[src/mvcs_pkg.sv]
package mvcs_pkg;

	localparam int FRAC_BITS = 16;
	localparam longint unsigned ONE_Q = 64'd1 << FRAC_BITS;
	localparam longint unsigned MASK_Q = ONE_Q - 64'd1;

	// Widths of the fixed point values in the pipeline.
	localparam int LOGW = FRAC_BITS + 3;
	localparam int GAMW = FRAC_BITS + 3;
	localparam int PW = LOGW + GAMW - FRAC_BITS + 1;
	localparam int IPW = PW - FRAC_BITS;
	localparam int YW = FRAC_BITS + 1;
	localparam int IP_MAX = 8;
	localparam int SW = YW + IP_MAX;
	localparam int PRODW = SW + 7;
	localparam int SCW = PRODW - FRAC_BITS + 1;

	localparam int CURVE_LIM = 100;
	localparam int GAM_N = 2 * CURVE_LIM + 1;

	localparam logic [3:0] NOTE_ON = 4'h9;
	localparam logic [1:0] LEN_FULL = 2'd3;
	localparam logic [6:0] VEL_MAX = 7'd127;

	// Exact division by 126 for the linear map: reciprocal plus one correction.
	localparam int BYP_DIV = 126;
	localparam int BYP_BIAS = 63;
	localparam int BYP_RECIP = 1040;
	localparam int BYP_SHIFT = 17;

	typedef enum logic [1:0] {
		REG_FLOOR = 2'd0,
		REG_CEIL  = 2'd1,
		REG_CURVE = 2'd2
	} reg_idx_t;

	typedef struct packed {
		logic [7:0] status_byte;
		logic [7:0] first_data;
		logic [7:0] second_data;
		logic [1:0] message_length;
	} msg_t;

	typedef struct packed {
		logic [7:0] out_status;
		logic [7:0] out_first;
		logic [7:0] out_second;
		logic [1:0] out_length;
	} res_t;

	typedef struct packed {
		res_t                   msg;
		logic                   note;
		logic                   byp;
		logic                   mzero;
		logic [6:0]             lo;
		logic [6:0]             d;
		logic [14:0]            x;
		logic [8:0]             q0;
		logic [9:0]             sc_byp;
		logic [LOGW-1:0]        lm;
		logic                   neg;
		logic [GAMW-1:0]        gam;
		logic [PW-1:0]          pm;
		logic signed [IPW-1:0]  ip;
		logic [FRAC_BITS-1:0]   f;
		logic [YW-1:0]          y;
		logic [SW-1:0]          s;
	} pipe_t;

	typedef logic [LOGW-1:0] log_tab_t [256];
	typedef logic [GAMW-1:0] gam_tab_t [GAM_N];
	typedef logic [YW-1:0] root_tab_t [FRAC_BITS];

	function automatic longint unsigned isqrt_u64(input longint unsigned x);
		longint unsigned res;
		longint unsigned b;
		longint unsigned xv;
		res = 0;
		b = 64'd1 << 62;
		xv = x;
		while (b > xv) b = b >> 2;
		while (b != 0) begin
			if (xv >= res + b) begin
				xv = xv - (res + b);
				res = (res >> 1) + b;
			end else begin
				res = res >> 1;
			end
			b = b >> 2;
		end
		return res;
	endfunction

	function automatic longint unsigned log2_int(input int unsigned m);
		int unsigned k;
		longint unsigned xv;
		longint unsigned frac;
		k = 0;
		frac = 0;
		while (k < 31 && (m >> (k + 1)) != 0) k++;
		xv = (longint'(m) << FRAC_BITS) >> k;
		for (int i = 1; i <= FRAC_BITS; i++) begin
			xv = (xv * xv) >> FRAC_BITS;
			if (xv >= 2 * ONE_Q) begin
				xv = xv >> 1;
				frac = frac | (64'd1 << (FRAC_BITS - i));
			end
		end
		return (longint'(k) << FRAC_BITS) | frac;
	endfunction

	function automatic longint unsigned exp2_q(input longint p);
		longint ip;
		longint unsigned f;
		longint unsigned r;
		longint unsigned y;
		ip = p >>> FRAC_BITS;
		f = longint'(p) & MASK_Q;
		r = 2 * ONE_Q;
		y = ONE_Q;
		for (int i = 1; i <= FRAC_BITS; i++) begin
			r = isqrt_u64(r << FRAC_BITS);
			if (((f >> (FRAC_BITS - i)) & 64'd1) != 0) y = (y * r) >> FRAC_BITS;
		end
		if (ip > IP_MAX) ip = IP_MAX;
		if (ip >= 0) return y << ip;
		if (ip <= -63) return 0;
		return y >> (-ip);
	endfunction

	function automatic log_tab_t log2_table();
		log_tab_t t;
		longint unsigned v;
		for (int m = 0; m < 256; m++) begin
			v = (m == 0) ? 64'd0 : log2_int(m);
			t[m] = v[LOGW-1:0];
		end
		return t;
	endfunction

	function automatic gam_tab_t gam_table();
		gam_tab_t t;
		longint c;
		longint unsigned mag;
		longint unsigned v;
		for (int j = 0; j < GAM_N; j++) begin
			c = j - CURVE_LIM;
			mag = (((c < 0) ? -c : c) * ONE_Q + 25) / 50;
			v = exp2_q((c > 0) ? -longint'(mag) : longint'(mag));
			t[j] = v[GAMW-1:0];
		end
		return t;
	endfunction

	function automatic root_tab_t root_table();
		root_tab_t t;
		longint unsigned r;
		r = 2 * ONE_Q;
		for (int i = 0; i < FRAC_BITS; i++) begin
			r = isqrt_u64(r << FRAC_BITS);
			t[i] = r[YW-1:0];
		end
		return t;
	endfunction

	localparam log_tab_t LOG2_TAB = log2_table();
	localparam gam_tab_t GAM_TAB = gam_table();
	localparam root_tab_t ROOT_TAB = root_table();
	localparam logic [LOGW-1:0] LOG2_126 = LOG2_TAB[BYP_DIV];

	function automatic logic [7:0] clamp_vel(input logic [SCW-1:0] v);
		logic [7:0] r;
		if (v < SCW'(1)) r = 8'd1;
		else if (v > SCW'(VEL_MAX)) r = {1'b0, VEL_MAX};
		else r = v[7:0];
		return r;
	endfunction

endpackage

[src/mvcs_exp2.sv]
module mvcs_exp2 (
	input  logic            clk,
	input  logic            arst_n,
	input  logic            in_valid,
	output logic            in_stall,
	input  mvcs_pkg::pipe_t in_data,
	output logic            out_valid,
	input  logic            out_stall,
	output mvcs_pkg::pipe_t out_data
);

	localparam int N = mvcs_pkg::FRAC_BITS;

	logic            v_sn [N];
	mvcs_pkg::pipe_t p_sn [N];
	logic            rdy [N+1];

	assign rdy[N] = !out_stall;

	// Stage k multiplies by the root 2^(2^-(k+1)) when that fraction bit is set.
	for (genvar k = 0; k < N; k++) begin : g_step
		mvcs_pkg::pipe_t prev;
		mvcs_pkg::pipe_t nxt;
		logic            prev_v;
		logic [2*mvcs_pkg::YW-1:0] prod;

		if (k == 0) begin : g_first
			assign prev = in_data;
			assign prev_v = in_valid;
		end else begin : g_next
			assign prev = p_sn[k-1];
			assign prev_v = v_sn[k-1];
		end

		assign rdy[k] = !v_sn[k] || rdy[k+1];

		always_comb begin
			prod = {{mvcs_pkg::YW{1'b0}}, prev.y} *
				{{mvcs_pkg::YW{1'b0}}, mvcs_pkg::ROOT_TAB[k]};
			nxt = prev;
			if (prev.f[N-1-k]) nxt.y = prod[mvcs_pkg::FRAC_BITS +: mvcs_pkg::YW];
		end

		always_ff @(posedge clk or negedge arst_n) begin
			if (!arst_n) begin
				v_sn[k] <= 1'b0;
			end else if (rdy[k]) begin
				v_sn[k] <= prev_v;
			end
		end

		always_ff @(posedge clk) begin
			if (rdy[k] && prev_v) begin
				p_sn[k] <= nxt;
			end
		end
	end

	assign in_stall = !rdy[0];
	assign out_valid = v_sn[N-1];
	assign out_data = p_sn[N-1];

endmodule

[config.mk]
export PLATFORM = sky130hd
export DESIGN_NAME = mvcs_exp2
export DESIGN_NICKNAME = d
export VERILOG_FILES = /design/src/mvcs_pkg.sv /design/src/mvcs_exp2.sv
export SDC_FILE = /design/constraint.sdc
export NUM_CORES = 2
export LEC_CHECK = 0
export ABC_AREA = 1
export BUFFER_PORTS_ARGS = -buffer_cell sky130_fd_sc_hd__buf_2
export CORE_MARGIN = 5
export CORE_UTILIZATION = 39
export DETAILED_ROUTE_END_ITERATION = 16
export GPL_TIMING_DRIVEN = 1
export HOLD_SLACK_MARGIN = 0.1
export PLACE_DENSITY = 0.54
export REMOVE_ABC_BUFFERS = 1
export SLEW_MARGIN = 40
export SYNTH_ARGS = -nofsm -noshare
export SYNTH_HDL_FRONTEND = slang
export SYNTH_SLANG_ARGS = --single-unit
[constraint.sdc]
create_clock -name clk -period 15.1 [get_ports clk]
set_clock_uncertainty 0.2 [all_clocks]
set_input_delay 2.265 -clock clk [delete_from_list [all_inputs] [get_ports clk]]
set_output_delay 2.265 -clock clk [all_outputs]
set_load 0.03 [all_outputs]
==> flow_metrics.env <==
export IMPL_outcome="finished clean"
export IMPL_worstSkewPairLatency_ns=0.93
export IMPL_final_max_slew_viol_count=0
export IMPL_fp_dieH_um=623.4
export IMPL_dpl_hpwl_um=241400
export IMPL_clkSlewWorstSetupHoldPaths_ns=0.06
export IMPL_yosysWarningCount=0
export IMPL_cts_sinks=3280
export IMPL_ys_async_sr_fraction_pct=0.4878
export IMPL_hold_buffers=0
export IMPL_place_gp_congestion=0.8563
export IMPL_ys_types=47
export IMPL_synth_edff_count=3264
export IMPL_finalSetupViolCount=0
export IMPL_period_needed_ns=6.853
export IMPL_nets=12740
export IMPL_synth_area_leaders="edfxtp_1 (67%), ha_1 (11%), fa_1 (7.5%)"
export IMPL_period_share_pct=45.39
export IMPL_area_delta_synth_final_pct=13.71
export IMPL_slew_headroom_pct=43.18
export IMPL_max_freq_mhz=145.9
export IMPL_synth_commonest_cells="edfxtp_1 (3264), inv_1 (1627), ha_1 (1338), nand2_1 (1192), fa_1 (552)"
export IMPL_max_cap_viol_count=0
export IMPL_die_width_um=623.4
export IMPL_io_pin_count=414
export IMPL_rsz0062_at_grt="false"
export IMPL_cp_buffers_inverters=5
export IMPL_worst_ep_arrival_time_ns=7.29
export IMPL_min_path_type="reg -> reg"
export IMPL_worst_setup_path_type="in -> reg"
export IMPL_synth_area_per_cell_um2=14.89
export IMPL_antenna_left=0
export IMPL_cts_buffers_inserted=339
export IMPL_vias=75230
export IMPL_grt_use_total_pct=16.93
export IMPL_startpoint_type="primary input"
export IMPL_yosysTopAreaCell="edfxtp_1"
export IMPL_overflow=0
export IMPL_first_pass_iters=6
export IMPL_die_area_um2=388600
export IMPL_initial_core_util_pct=39.10
export IMPL_grt_max_degree=115
export IMPL_worst_pin_slew_ns=0.8523
export IMPL_cp_slowest_cell="fa_1"
export IMPL_core_rowCount=225
export IMPL_dominantRegCellSynth="edfxtp_1"
export IMPL_postCtsSetupRepairBufs=0
export IMPL_antenna_found_initial=13
export IMPL_fill_cells=33320
export IMPL_numPortBuffers=413
export IMPL_cpLargestDelayFamily="adder cells"
export IMPL_first_iter_violations=4298
export IMPL_synth_most_common_cell="edfxtp_1"
export IMPL_avgViaCountPerCell=4.726
export IMPL_root_buffer="clkbuf_16"
export IMPL_synth_cells=9856
export IMPL_cts_path_max_buffers=4
export IMPL_layout_drive_gt1_share_pct=9.548
export IMPL_critPathCaptureType="register"
export IMPL_grt_pass1_wl_um=502700
export IMPL_finalSetupTns_ns=0
export IMPL_wl_per_cell_um=20.64
export IMPL_coreArea_um2=375300
export IMPL_seq_area_frac_synth_pct=67.08
export IMPL_postRouteWirelength_um=328600
export IMPL_cpPeakStageDelay_ns=0.54
export IMPL_htreeDepth=5
export IMPL_crit_fanout=6
export IMPL_critPathMostFrequentCell="fa_1"
export IMPL_path_cells="buf_2 > ha_1 > inv_1 > fa_1 > inv_1 > fa_1 > inv_1 > fa_1 > inv_1 > fa_1 > fa_1 > ha_1 > a21oi_1 > o21ai_0 > nor2_1 > or2_2 > nand3_1 > or2_2 > nand3_1 > nand2_1"
export IMPL_crit_required_ns=15.54
export IMPL_drc=0
export IMPL_cts_tree="built"
export IMPL_grt_pass1_vias=80950
export IMPL_hold_viol=0
export IMPL_synth_top_area_share_pct=66.80
export IMPL_cts_resized=0
export IMPL_synth_seq_cells=3280
export IMPL_syn_area_um2=146700
## per-layer routing
metal  track usage, %  part of all wire [%]  vias to the layer above
li1                 -                     -                    36050
met1            22.99                    45                    37540
met2            29.48                    50                     1263
met3            2.066                   3.4                      381
met4            3.229                   1.8                        0
met5                0                     0                        -
## cell families (layout without fill, tap and decap cells)
kind of cell	Yosys count	after routing	share of synthesized area, %
flops	3280	3280	67.08
compound gates	784	784	2.922
xor+xnor	107	107	0.6387
simple gates	2127	2127	6.124
buf+inv	1663	2731	4.259
other cells	0	2	0
mux	5	5	0.03837
fa+ha+maj	1890	1890	18.94
## final timing paths
path                               from               end  slack [ns]  depth (start not counted)
setup / recovery            in_data[26]       p_sn[0][36]        8.25                         20
hold / removal             p_sn[1][732]      p_sn[1][936]        0.18                          0
setup reg to reg           p_sn[0][234]      p_sn[0][436]        8.96                         19
hold reg to reg            p_sn[1][732]      p_sn[1][936]        0.18                          0
max in group asynchronous        arst_n  g_step[8].prev_v       13.31                          1
min in group asynchronous        arst_n  g_step[4].prev_v        1.07                          1
## cells in the final DEF (no fill, tap or decap), types with 289 or more instances in the layout
cell       count
buf_2        413
edfxtp_1    3264
ha_1        1338
a21oi_1      344
nand3_1      289
inv_1       1619
nor2_1       399
clkbuf_16    342
nand2_1     1192
fa_1         552
## worst reg2reg max path: stages, from the launching register on
cell and delay (ns):
edfxtp_1 0.76, inv_1 0.26, fa_1 0.52, inv_1 0.07, ha_1 0.15, inv_1 0.06
fa_1 0.53, inv_1 0.05, fa_1 0.46, fa_1 0.56, inv_1 0.07, fa_1 0.55
inv_1 0.05, ha_1 0.35, a21oi_1 0.23, o21ai_0 0.17, o21bai_1 0.21, a21oi_1 0.27
xor2_1 0.19, o21ai_0 0.10
## registers in the layout, indices dropped and copies added (netlist names)
| signal | count |
|---|---|
| g_step.prev_v | 15 |
| out_valid | 1 |
| p_sn | 3264 |
## per-stage QoR
| stage | util, % | std cells | setup WS (ns) | cell area (um2) | hold WS (ns) |
|---|---|---|---|---|---|
| floorplan | - | 9820 | 1.720 | 146600 | 0.2003 |
| global route | 44.46 | 15920 | 7.941 | 166800 | 0.1838 |
| finish | 44.46 | 15920 | 8.247 | 166800 | 0.1780 |
| CTS | 44.44 | 15920 | 8.222 | 166800 | 0.1759 |
| global placement | 41.44 | 15290 | 7.122 | 155500 | 0.2004 |
| detailed placement | 41.51 | 15300 | 7.239 | 155800 | 0.2045 |
## area by class of cell
type                       count  area (um2)  share of cell area (%)
antenna                        2       5.005                0.003000
clock buffer                 420        8931                   5.353
clock inverter               202        2071                   1.241
inverter                    1627        6175                   3.701
multi-input combinational   4913       42130                   25.25
sequential                  3280       98410                   58.99
tap                         4994        6248                   3.745
timing repair buffer         482        2858                   1.713
Power is not shown: default switching activity piles up to over one toggle a cycle in this logic, so the estimate is an artifact.
